--- config.mk ---
export PLATFORM = sky130hd
export DESIGN_NAME = ppqn_tempo_pulse_generator
export DESIGN_NICKNAME = d
export VERILOG_FILES = /design/src/hw/rtl/ptpg_pkg.sv /design/src/hw/rtl/ppqn_tempo_pulse_generator.sv /design/src/hw/rtl/ptpg_recip_div.sv /design/src/hw/rtl/ptpg_core.sv
export VERILOG_INCLUDE_DIRS = /design/src /design/src/hw/rtl
export SDC_FILE = /design/constraint.sdc
export NUM_CORES = 1
export LEC_CHECK = 0
export BUFFER_PORTS_ARGS = -buffer_cell sky130_fd_sc_hd__buf_2
export CAP_MARGIN = 30
export CORE_AREA = 8 8 228 230
export CTS_BUF_LIST = sky130_fd_sc_hd__clkbuf_4 sky130_fd_sc_hd__clkbuf_8 sky130_fd_sc_hd__clkbuf_16
export CTS_CLUSTER_DIAMETER = 120
export DETAILED_ROUTE_END_ITERATION = 8
export DIE_AREA = 0 0 236 238
export GPL_ROUTABILITY_DRIVEN = 1
export PLACE_DENSITY = 0.69
export RECOVER_POWER = 50
export SETUP_SLACK_MARGIN = 0.05
export SLEW_MARGIN = 5
export SYNTH_ARGS = -nofsm -noshare
export SYNTH_HDL_FRONTEND = slang
export SYNTH_HIERARCHICAL = 1
export SYNTH_SLANG_ARGS = --single-unit
--- constraint.sdc ---
create_clock -name clk -period 5.35 [get_ports clk]
set_input_delay 1.07 -clock clk [delete_from_list [all_inputs] [get_ports clk]]
set_output_delay 1.07 -clock clk [all_outputs]
set_load 0.02 [all_outputs]
--- src/hw/rtl/ppqn_tempo_pulse_generator_assert.svh ---
// assertion macros for the tempo clock rtl
`ifndef PPQN_TEMPO_PULSE_GENERATOR_ASSERT_SVH
`define PPQN_TEMPO_PULSE_GENERATOR_ASSERT_SVH

// condition holds in the same cycle as the trigger
`define PTPG_ASSERT_HOLDS(name, ante, cons, msg) \
    name: assert property (@(posedge clk) disable iff (!rst_n) (ante) |-> (cons)) \
        else $error(msg);

// condition holds in the cycle after the trigger
`define PTPG_ASSERT_NEXT(name, ante, cons, msg) \
    name: assert property (@(posedge clk) disable iff (!rst_n) (ante) |=> (cons)) \
        else $error(msg);

`endif

--- src/hw/rtl/ptpg_pkg.sv ---
`default_nettype none

package ptpg_pkg;

    // field widths
    localparam int OP_W        = 3;
    localparam int CAPTURE_W   = 32;
    localparam int PULSE_W     = 7;
    localparam int PERIOD_W    = 18;
    localparam int STEP_W      = 16;
    localparam int SRC_W       = 2;
    localparam int CFG_INDEX_W = 3;
    localparam int CFG_DATA_W  = 18;
    localparam int IN_TDATA_W  = 40;
    localparam int OUT_TDATA_W = 40;

    // event codes
    localparam logic [OP_W-1:0] OP_TICK    = 3'd0;
    localparam logic [OP_W-1:0] OP_CAPTURE = 3'd1;
    localparam logic [OP_W-1:0] OP_START   = 3'd2;
    localparam logic [OP_W-1:0] OP_STOP    = 3'd3;
    localparam logic [OP_W-1:0] OP_RESET   = 3'd4;
    localparam logic [OP_W-1:0] OP_ENCODER = 3'd5;

    // register indexes
    localparam logic [CFG_INDEX_W-1:0] CFG_CLOCK_SOURCE   = 3'd0;
    localparam logic [CFG_INDEX_W-1:0] CFG_PERIOD_FLOOR   = 3'd1;
    localparam logic [CFG_INDEX_W-1:0] CFG_PERIOD_CEILING = 3'd2;
    localparam logic [CFG_INDEX_W-1:0] CFG_COARSE_STEP    = 3'd3;
    localparam logic [CFG_INDEX_W-1:0] CFG_FINE_STEP      = 3'd4;

    // clock source codes
    localparam logic [SRC_W-1:0] SRC_EXTERNAL = 2'd1;

    // reset values
    localparam logic [SRC_W-1:0]    CLOCK_SOURCE_RST   = 2'd0;
    localparam logic [PERIOD_W-1:0] PERIOD_FLOOR_RST   = 18'd6000;
    localparam logic [PERIOD_W-1:0] PERIOD_CEILING_RST = 18'd160000;
    localparam logic [STEP_W-1:0]   COARSE_STEP_RST    = 16'd500;
    localparam logic [STEP_W-1:0]   FINE_STEP_RST      = 16'd100;
    localparam logic [PERIOD_W-1:0] PERIOD_RST         = 18'd45000;

    // pulses that switch the outputs
    localparam logic [PULSE_W-1:0] PULSE_ASSERT  = 7'd0;
    localparam logic [PULSE_W-1:0] PULSE_RELEASE = 7'd2;

    typedef struct packed {
        logic [OP_W-1:0] op;
        logic            enc_a;
        logic            enc_b;
        logic            enc_pressed;
    } ptpg_event_t;

    typedef struct packed {
        logic                clock_gate_n;
        logic                quarter_lamp;
        logic                reset_lamp;
        logic                reset_gate_n;
        logic                transport_flag;
        logic                pulse_strobe;
        logic [PULSE_W-1:0]  pulse_index;
        logic [PERIOD_W-1:0] period_out;
        logic                running_out;
        logic                halted_out;
    } ptpg_result_t;

endpackage

`default_nettype wire

--- src/hw/rtl/ppqn_tempo_pulse_generator.sv ---
// path: a result passes three register stages after its input transfer (divider products, quotient, core result)
// throughput: one event per cycle sustained while m_tready accepts results, through the two-stage reciprocal
// divider for capture counts feeding the core state update
// reset: asynchronous active low; pipeline empties, clock state returns to its
// power-up values (running, gate released, reset asserted) and registers to defaults
`default_nettype none

`include "ppqn_tempo_pulse_generator_assert.svh"

module ppqn_tempo_pulse_generator #(
    parameter int PULSES_PER_QUARTER = 24
) (
    input  wire logic                              clk,
    input  wire logic                              rst_n,
    // s_tdata: capture_count[31:0], enc_a[32], enc_b[33], enc_pressed[34], zero[39:35]
    input  wire logic [ptpg_pkg::IN_TDATA_W-1:0]   s_tdata,
    // s_tuser: opcode[2:0]
    input  wire logic [ptpg_pkg::OP_W-1:0]         s_tuser,
    input  wire logic                              s_tvalid,
    output logic                                   s_tready,
    // m_tdata: clock_gate_n[0], quarter_lamp[1], reset_lamp[2], reset_gate_n[3],
    // transport_flag[4], pulse_strobe[5], pulse_index[12:6], period_out[30:13],
    // running_out[31], halted_out[32], zero[39:33]
    output logic [ptpg_pkg::OUT_TDATA_W-1:0]       m_tdata,
    output logic                                   m_tvalid,
    input  wire logic                              m_tready,
    input  wire logic                              cfg_we,
    input  wire logic [ptpg_pkg::CFG_INDEX_W-1:0]  cfg_index,
    input  wire logic [ptpg_pkg::CFG_DATA_W-1:0]   cfg_data
);
    import ptpg_pkg::*;

    localparam int RESULT_W = $bits(ptpg_result_t);
    localparam logic [PULSE_W-1:0] PULSE_LIMIT = PULSE_W'(PULSES_PER_QUARTER);

    ptpg_event_t          in_event;
    ptpg_event_t          div_event;
    logic [CAPTURE_W-1:0] div_quot;
    logic                 div_valid;
    logic                 div_ready;
    ptpg_result_t         result;

    // unpack the incoming event
    assign in_event.op          = s_tuser;
    assign in_event.enc_a       = s_tdata[CAPTURE_W];
    assign in_event.enc_b       = s_tdata[CAPTURE_W+1];
    assign in_event.enc_pressed = s_tdata[CAPTURE_W+2];

    ptpg_recip_div #(
        .PULSES_PER_QUARTER (PULSES_PER_QUARTER)
    ) u_div (
        .clk       (clk),
        .rst_n     (rst_n),
        .in_valid  (s_tvalid),
        .in_ready  (s_tready),
        .in_event  (in_event),
        .in_count  (s_tdata[CAPTURE_W-1:0]),
        .out_valid (div_valid),
        .out_ready (div_ready),
        .out_event (div_event),
        .out_quot  (div_quot)
    );

    ptpg_core #(
        .PULSES_PER_QUARTER (PULSES_PER_QUARTER)
    ) u_core (
        .clk        (clk),
        .rst_n      (rst_n),
        .in_valid   (div_valid),
        .in_ready   (div_ready),
        .in_event   (div_event),
        .in_quot    (div_quot),
        .cfg_we     (cfg_we),
        .cfg_index  (cfg_index),
        .cfg_data   (cfg_data),
        .out_valid  (m_tvalid),
        .out_ready  (m_tready),
        .out_result (result)
    );

    // pack the result, last field listed in the lowest bits
    assign m_tdata = {
        (OUT_TDATA_W - RESULT_W)'(0),
        result.halted_out,
        result.running_out,
        result.period_out,
        result.pulse_index,
        result.pulse_strobe,
        result.transport_flag,
        result.reset_gate_n,
        result.reset_lamp,
        result.quarter_lamp,
        result.clock_gate_n
    };

    // pulse counter stays inside one quarter note
    `PTPG_ASSERT_HOLDS(a_pulse_range, m_tvalid, result.pulse_index < PULSE_LIMIT,
        "pulse index beyond pulses per quarter")

    // a strobe only comes from a running clock
    `PTPG_ASSERT_HOLDS(a_strobe_running, m_tvalid && result.pulse_strobe, result.running_out,
        "pulse strobe while clock stopped")

    // a new result needs an item ready at the divider output the cycle before
    `PTPG_ASSERT_HOLDS(a_result_source, m_tvalid && !$past(m_tvalid), $past(div_valid),
        "result appeared without a divider item")

    // a result held by the consumer stays presented
    `PTPG_ASSERT_NEXT(a_result_hold, m_tvalid && !m_tready, m_tvalid,
        "result dropped while stalled")

endmodule

`default_nettype wire

--- src/hw/rtl/ptpg_recip_div.sv ---
`default_nettype none

module ptpg_recip_div #(
    parameter int PULSES_PER_QUARTER = 24
) (
    input  wire logic                           clk,
    input  wire logic                           rst_n,
    input  wire logic                           in_valid,
    output logic                                in_ready,
    input  wire ptpg_pkg::ptpg_event_t          in_event,
    input  wire logic [ptpg_pkg::CAPTURE_W-1:0] in_count,
    output logic                                out_valid,
    input  wire logic                           out_ready,
    output ptpg_pkg::ptpg_event_t               out_event,
    output logic [ptpg_pkg::CAPTURE_W-1:0]      out_quot
);
    import ptpg_pkg::*;

    // exact reciprocal for a 32-bit dividend
    localparam int HALF_W      = CAPTURE_W / 2;
    localparam int LOG_D       = $clog2(PULSES_PER_QUARTER);
    localparam int RECIP_SHIFT = CAPTURE_W + LOG_D;
    localparam int RECIP_W     = CAPTURE_W + 1;
    localparam logic [63:0] RECIP_FULL =
        ((64'd1 << RECIP_SHIFT) + 64'(PULSES_PER_QUARTER) - 64'd1) / 64'(PULSES_PER_QUARTER);
    localparam logic [RECIP_W-1:0] RECIP = RECIP_W'(RECIP_FULL);
    localparam int PROD_W = HALF_W + RECIP_W;
    localparam int SUM_W  = PROD_W + HALF_W + 1;

    logic                 valid_a_reg;
    logic                 valid_b_reg;
    logic                 ready_a;
    logic                 ready_b;
    logic [PROD_W-1:0]    prod_hi_reg;
    logic [PROD_W-1:0]    prod_lo_reg;
    logic [PROD_W-1:0]    prod_hi_next;
    logic [PROD_W-1:0]    prod_lo_next;
    ptpg_event_t          event_a_reg;
    ptpg_event_t          event_b_reg;
    logic [SUM_W-1:0]     sum;
    logic [CAPTURE_W-1:0] quot_reg;
    logic [CAPTURE_W-1:0] quot_next;

    // stage handshake, each stage fills when empty or draining
    assign ready_b  = !valid_b_reg || out_ready;
    assign ready_a  = !valid_a_reg || ready_b;
    assign in_ready = ready_a;

    always_ff @(posedge clk or negedge rst_n)
    begin
        if (!rst_n)
        begin
            valid_a_reg <= 1'b0;
            valid_b_reg <= 1'b0;
        end
        else
        begin
            if (ready_a)
            begin
                valid_a_reg <= in_valid;
            end
            if (ready_b)
            begin
                valid_b_reg <= valid_a_reg;
            end
        end
    end

    // partial products of the two dividend halves
    assign prod_hi_next = PROD_W'(in_count[CAPTURE_W-1:HALF_W]) * PROD_W'(RECIP);
    assign prod_lo_next = PROD_W'(in_count[HALF_W-1:0]) * PROD_W'(RECIP);

    // recombine and scale down to the quotient
    assign sum       = (SUM_W'(prod_hi_reg) << HALF_W) + SUM_W'(prod_lo_reg);
    assign quot_next = CAPTURE_W'(sum >> RECIP_SHIFT);

    always_ff @(posedge clk)
    begin
        if (in_valid && ready_a)
        begin
            prod_hi_reg <= prod_hi_next;
            prod_lo_reg <= prod_lo_next;
            event_a_reg <= in_event;
        end
        if (valid_a_reg && ready_b)
        begin
            quot_reg    <= quot_next;
            event_b_reg <= event_a_reg;
        end
    end

    assign out_valid = valid_b_reg;
    assign out_event = event_b_reg;
    assign out_quot  = quot_reg;

endmodule

`default_nettype wire

--- src/hw/rtl/ptpg_core.sv ---
`default_nettype none

module ptpg_core #(
    parameter int PULSES_PER_QUARTER = 24
) (
    input  wire logic                             clk,
    input  wire logic                             rst_n,
    input  wire logic                             in_valid,
    output logic                                  in_ready,
    input  wire ptpg_pkg::ptpg_event_t            in_event,
    input  wire logic [ptpg_pkg::CAPTURE_W-1:0]   in_quot,
    input  wire logic                             cfg_we,
    input  wire logic [ptpg_pkg::CFG_INDEX_W-1:0] cfg_index,
    input  wire logic [ptpg_pkg::CFG_DATA_W-1:0]  cfg_data,
    output logic                                  out_valid,
    input  wire logic                             out_ready,
    output ptpg_pkg::ptpg_result_t                out_result
);
    import ptpg_pkg::*;

    localparam logic [PULSE_W-1:0] PULSE_LAST = PULSE_W'(PULSES_PER_QUARTER - 1);

    // configuration registers
    logic [SRC_W-1:0]    clock_source_reg;
    logic [PERIOD_W-1:0] period_floor_reg;
    logic [PERIOD_W-1:0] period_ceiling_reg;
    logic [STEP_W-1:0]   coarse_step_reg;
    logic [STEP_W-1:0]   fine_step_reg;

    // clock state
    logic [PULSE_W-1:0]  pulse_count_reg;
    logic [PULSE_W-1:0]  pulse_count_next;
    logic [PERIOD_W-1:0] period_reg;
    logic [PERIOD_W-1:0] period_next;
    logic                running_reg;
    logic                running_next;
    logic                halted_reg;
    logic                halted_next;
    logic                gate_reg;
    logic                gate_next;
    logic                quarter_reg;
    logic                quarter_next;
    logic                lamp_reg;
    logic                lamp_next;
    logic                reset_lvl_reg;
    logic                reset_lvl_next;
    logic                transport_reg;
    logic                transport_next;
    logic                strobe;

    logic                out_valid_reg;
    ptpg_result_t        result_reg;
    ptpg_result_t        result_next;
    logic                fire;

    logic [STEP_W-1:0]    step;
    logic                 prop_en;
    logic [CAPTURE_W-1:0] prop_val;
    logic                 do_adv;

    assign in_ready = !out_valid_reg || out_ready;
    assign fire     = in_valid && in_ready;

    // configuration writes
    always_ff @(posedge clk or negedge rst_n)
    begin
        if (!rst_n)
        begin
            clock_source_reg   <= CLOCK_SOURCE_RST;
            period_floor_reg   <= PERIOD_FLOOR_RST;
            period_ceiling_reg <= PERIOD_CEILING_RST;
            coarse_step_reg    <= COARSE_STEP_RST;
            fine_step_reg      <= FINE_STEP_RST;
        end
        else if (cfg_we)
        begin
            unique case (cfg_index)
                CFG_CLOCK_SOURCE:   clock_source_reg   <= cfg_data[SRC_W-1:0];
                CFG_PERIOD_FLOOR:   period_floor_reg   <= cfg_data[PERIOD_W-1:0];
                CFG_PERIOD_CEILING: period_ceiling_reg <= cfg_data[PERIOD_W-1:0];
                CFG_COARSE_STEP:    coarse_step_reg    <= cfg_data[STEP_W-1:0];
                CFG_FINE_STEP:      fine_step_reg      <= cfg_data[STEP_W-1:0];
                default:            ;
            endcase
        end
    end

    // event decode, period proposal and pulse advance
    always_comb
    begin
        pulse_count_next = pulse_count_reg;
        period_next      = period_reg;
        running_next     = running_reg;
        halted_next      = halted_reg;
        gate_next        = gate_reg;
        quarter_next     = quarter_reg;
        lamp_next        = lamp_reg;
        reset_lvl_next   = reset_lvl_reg;
        transport_next   = transport_reg;
        strobe           = 1'b0;
        prop_en          = 1'b0;
        prop_val         = '0;
        do_adv           = 1'b0;
        step             = in_event.enc_pressed ? fine_step_reg : coarse_step_reg;

        unique case (in_event.op)
            OP_TICK:
            begin
                do_adv = !halted_reg;
            end
            OP_CAPTURE:
            begin
                halted_next      = 1'b0;
                prop_en          = 1'b1;
                prop_val         = in_quot;
                pulse_count_next = '0;
                do_adv           = 1'b1;
            end
            OP_START:
            begin
                running_next = 1'b1;
                halted_next  = 1'b0;
            end
            OP_STOP:
            begin
                running_next = 1'b0;
            end
            OP_RESET:
            begin
                pulse_count_next = '0;
                reset_lvl_next   = 1'b0;
                transport_next   = 1'b1;
            end
            OP_ENCODER:
            begin
                if (!in_event.enc_a && in_event.enc_b)
                begin
                    if (PERIOD_W'(step) <= period_reg)
                    begin
                        prop_en  = 1'b1;
                        prop_val = CAPTURE_W'(period_reg - PERIOD_W'(step));
                    end
                end
                else if (!in_event.enc_a && !in_event.enc_b)
                begin
                    prop_en  = 1'b1;
                    prop_val = CAPTURE_W'(period_reg) + CAPTURE_W'(step);
                end
            end
            default: ;
        endcase

        // accept a proposed period only inside the window
        if (prop_en && (prop_val >= CAPTURE_W'(period_floor_reg))
                    && (prop_val <= CAPTURE_W'(period_ceiling_reg)))
        begin
            period_next = prop_val[PERIOD_W-1:0];
        end

        // pulse advance
        if (do_adv && running_reg)
        begin
            strobe = 1'b1;
            if (pulse_count_next == PULSE_ASSERT)
            begin
                gate_next    = 1'b0;
                quarter_next = 1'b1;
                lamp_next    = 1'b1;
            end
            if (pulse_count_next == PULSE_RELEASE)
            begin
                reset_lvl_next = 1'b1;
                transport_next = 1'b0;
                gate_next      = 1'b1;
                quarter_next   = 1'b0;
                lamp_next      = 1'b0;
            end
            if (pulse_count_next < PULSE_LAST)
            begin
                pulse_count_next = pulse_count_next + 7'd1;
            end
            else if (clock_source_reg == SRC_EXTERNAL)
            begin
                halted_next = 1'b1;
            end
            else
            begin
                pulse_count_next = '0;
            end
        end

        result_next.clock_gate_n    = gate_next;
        result_next.quarter_lamp    = quarter_next;
        result_next.reset_lamp      = lamp_next;
        result_next.reset_gate_n    = reset_lvl_next;
        result_next.transport_flag  = transport_next;
        result_next.pulse_strobe    = strobe;
        result_next.pulse_index     = pulse_count_next;
        result_next.period_out      = period_next;
        result_next.running_out     = running_next;
        result_next.halted_out      = halted_next;
    end

    // state update on each transfer
    always_ff @(posedge clk or negedge rst_n)
    begin
        if (!rst_n)
        begin
            pulse_count_reg <= '0;
            period_reg      <= PERIOD_RST;
            running_reg     <= 1'b1;
            halted_reg      <= 1'b0;
            gate_reg        <= 1'b1;
            quarter_reg     <= 1'b0;
            lamp_reg        <= 1'b0;
            reset_lvl_reg   <= 1'b0;
            transport_reg   <= 1'b1;
            out_valid_reg   <= 1'b0;
        end
        else
        begin
            if (in_ready)
            begin
                out_valid_reg <= in_valid;
            end
            if (fire)
            begin
                pulse_count_reg <= pulse_count_next;
                period_reg      <= period_next;
                running_reg     <= running_next;
                halted_reg      <= halted_next;
                gate_reg        <= gate_next;
                quarter_reg     <= quarter_next;
                lamp_reg        <= lamp_next;
                reset_lvl_reg   <= reset_lvl_next;
                transport_reg   <= transport_next;
            end
        end
    end

    // result register
    always_ff @(posedge clk)
    begin
        if (fire)
        begin
            result_reg <= result_next;
        end
    end

    assign out_valid  = out_valid_reg;
    assign out_result = result_reg;

endmodule

`default_nettype wire
==> impl_results.md <==
- Clock buffer depth: 3
- IO Count: between 100 and 150
- Number of synthesized register bits: ~260
- Pin count of the biggest net entering global routing: 68
- Htree depth: 1
- DP Worst Slack: -1460 ps
- Synth area leaders: edfxtp_1 19%, ha_1 18%, fa_1 14%, dfrtp_1 7.5%, inv_1 6.0%
- Total negative slack: -16750 ps
- Flop-to-flop setup slack: -160 ps
- CP Max Fanout: 2
- Delay-heaviest family, CP: adder cells
- Layout Area Growth over Synthesis: 31.6%
- Mapped Area: about 24000 sq um
- # diodes: 0
- Flip-flop count of the largest register after layout: 48
- Vias in the first global route: 20200
- Routability cong.: 0.897
- Ys Warns: 6
- Buffers on Ports: 98
- Reg clk slew, reported paths: 60 ps
- Min Clock Period, post-route: 5950 ps
- First-pass GRT wire length: 97400 um
- Vias per cell: 5.37
- Starting Density: between 40% and 50%
- GRT Resource Usage Total: 20.7%
- Final-layout fill cell count: around 3700
- EDFF count, synth: 154
- Hold Fails Final Rpt: 0
- Slowest stage cell, crit path: fa_2
- Detail Route Antenna Nets: 0
- Number of cell rows: 81
- CTS Root Buffer Type: clkbuf_16
- Post-synth top area share: about 19%
- CP Capture Type: register
- RSZ-0062 raised after global routing: yes
- Core footprint: around 48000 sq um
- Max-slew violation count: 104
- Clock skew: 42.7 ps
- Initial antenna violation count: 0
- Clk Latency, worst-skew pair: approximately 590 ps
- Die Width: 236 um
- CP peak stage delay: roughly 550 ps
- DR iter-0 viols: 735
- Failing checks: capacitance limit, slew limit, setup timing
- Die area: 56200 sq um
- Max Cap Viol: 2
- Drt pass-1 iters: 8
- Share of cells above drive strength 1: around 34%
- Arr. time, crit path: 6250 ps
- Slew @ Worst Pin: between 3000 and 4000 ps
- Grt total ovfl: 0
- CTS Buf Count: 30
- Post-DR wirelength/cell: 17.1 um
- Hold Path Class: reg -> reg
- Top FF cell, synth: edfxtp_1
- Chip Height: 238 um
- Worst setup margin: -595 ps
- Asr flop ratio synth: 40.5%
- Setup CP Type: in -> reg
- Vias: 18700
- Buffers plus inverters on the worst setup path: 6
- CP startpoint kind: primary input
- Register area share after synthesis: 30.5%
- F_max: 168 MHz
- Yosys cell types: 89
- Final setup viols: between 80 and 90
- Yosys top cell by area: edfxtp_1
- Outcome: complete, but fails checks
- CTS tree: yes
- Avg Synthesized Cell Area: 10.4 sq um
- Nets@finish: 3426
- Crit path cell chain: buf_8 > ha_4 > inv_4 > fa_2 > fa_2 > fa_1 > inv_2 > fa_1 > inv_1 > fa_1 > inv_2 > ha_4 > a221o_1 > a221o_1 > a221o_1 > buf_4 > or2_4 > a21o_1 > a211oi_2 > nor3_1
- Drt drc: 0
- Mapped Cells: between 2000 and 2500
- WP data required: 5660 ps
- Final Cycle Share: 111%
- Worst slew margin: -132%
- Sink Count: 259
- Final Util: 65.1%
- Routed WL: 59800 um
- HPWL after DPL: 47200 um
==> timing repair <==
item | CTS | global route
setup buffers | 38 | 19
setup endpoints to repair | 92 | 97
cloned | 3 | 1
resized for setup | 172 | 110
pin swaps | 111 | 90
hold buffers | 0 | 0
==> placed cells by master (no fill, tap or decap), types with 15 or more instances in the layout <==
master,count
fa_1,142
ha_1,302
a21oi_1,70
nand2_1,129
nand4_1,23
xor2_1,37
a21oi_2,30
dfstp_2,33
nor2b_1,15
mux2_4,23
xnor2_1,68
nand2b_1,23
edfxtp_1,154
dfrtp_1,72
clkbuf_16,33
buf_2,86
mux2_2,51
inv_2,27
nor3_1,34
o21ai_2,16
nor2_1,88
fa_2,22
buf_6,37
nand3_1,20
o21ai_0,88
a21o_1,47
inv_1,353
ha_4,45
buf_4,400
==> logic make-up (layout without fill, tap and decap cells) <==
family | count (synthesis) | after routing | share of synthesized area (%)
adder cells (fa/ha/maj) | 518 | 518 | 32.2
flip-flops | 259 | 259 | 30.5
XOR/XNOR | 111 | 111 | 4.06
AO/OA/AOI/OAI | 452 | 452 | 12.7
other | 2 | 10 | 0.0314
multiplexers | 92 | 92 | 4.48
buffers and inverters | 435 | 989 | 7.17
AND/OR/NAND/NOR | 433 | 433 | 8.82
==> path summary, 6_finish.rpt <==
check | startpoint | endpoint | depth (start not counted)
min | u_div/event_a_reg[3] | u_div/out_event[3] | 0
min reg2reg | u_div/event_a_reg[3] | u_div/out_event[3] | 0
max | s_tdata[3] | u_div/prod_lo_reg[45] | 20
max in group asynchronous | rst_n | u_core/period_reg[0] | 2
min in group asynchronous | rst_n | u_core/period_floor_reg[11] | 1
max reg2reg | u_div/out_event[0] | u_core/out_result[11] | 24
==> layer usage <==
layer  GRT usage [%]  share of wire (%)  vias up  wire length (um)
met5               0                  0        -                 0
met4            5.99                2.8        0              1650
met3            2.20                3.1      118              1850
met2            39.8                 53      354             31800
met1            24.1                 41     9181             24400
li1                -                  -     9050                 -
==> cell usage after synthesis (11+ instances only) <==
| cell type | instances |
|---|---|
| xnor2_1 | 73 |
| nand2_1 | 134 |
| o21a_1 | 15 |
| nor2b_1 | 16 |
| clkbuf_1 | 29 |
| mux2i_1 | 17 |
| nand2b_1 | 24 |
| and3_1 | 17 |
| a21oi_1 | 105 |
| a21o_1 | 48 |
| xor2_1 | 38 |
| buf_4 | 12 |
| o21bai_1 | 14 |
| nand4_1 | 23 |
| nor3_1 | 39 |
| nor4_1 | 11 |
| o21ai_0 | 112 |
| ha_1 | 353 |
| dfrtp_1 | 72 |
| inv_1 | 382 |
| mux2_4 | 15 |
| a211oi_1 | 19 |
| nor2_1 | 92 |
| fa_1 | 164 |
| nand3_1 | 27 |
| o211ai_1 | 13 |
| mux2_2 | 60 |
| a31oi_1 | 13 |
| dfstp_2 | 33 |
| a22oi_1 | 14 |
| edfxtp_1 | 154 |
| and2_1 | 16 |
==> worst register-to-register path: stages, from the launching register on <==
cell	delay [ps]
edfxtp_1	380
buf_6	160
buf_12	160
mux2i_1	120
buf_4	150
ha_4	240
a21o_1	210
a221o_1	340
a221o_1	410
buf_6	150
o21ai_4	170
a21oi_1	90
nor3_1	140
nand3_1	210
ha_1	380
buf_4	110
buf_4	110
nand4_1	90
nor2_1	170
a31oi_1	160
a2111oi_4	480
o211a_4	240
buf_6	130
clkbuf_16	160
mux2_4	300
==> layout make-up <==
| class | count | area, sq um | share of cell area [%] |
|---|---|---|---|
| clock buffers | 36 | 843 | 2.68 |
| clock inverters | 20 | 241 | 0.767 |
| inverters | 384 | 1450 | 4.61 |
| multi-input cells | 1616 | 16700 | 53.1 |
| flip-flops and latches | 259 | 7290 | 23.2 |
| well taps | 622 | 778 | 2.47 |
| repair buffers | 549 | 4170 | 13.2 |
==> stage by stage <==
step	instance area, sq um	cells	hold slack, ps
final	31500	3486	381
after global routing	31500	3486	395
after CTS	30800	3467	379
after detailed placement	28600	3372	405
after global placement	28600	3371	401
after floorplan	24600	2310	400
Power is not shown: default switching activity piles up to over one toggle a cycle in this logic, so the estimate is an artifact.
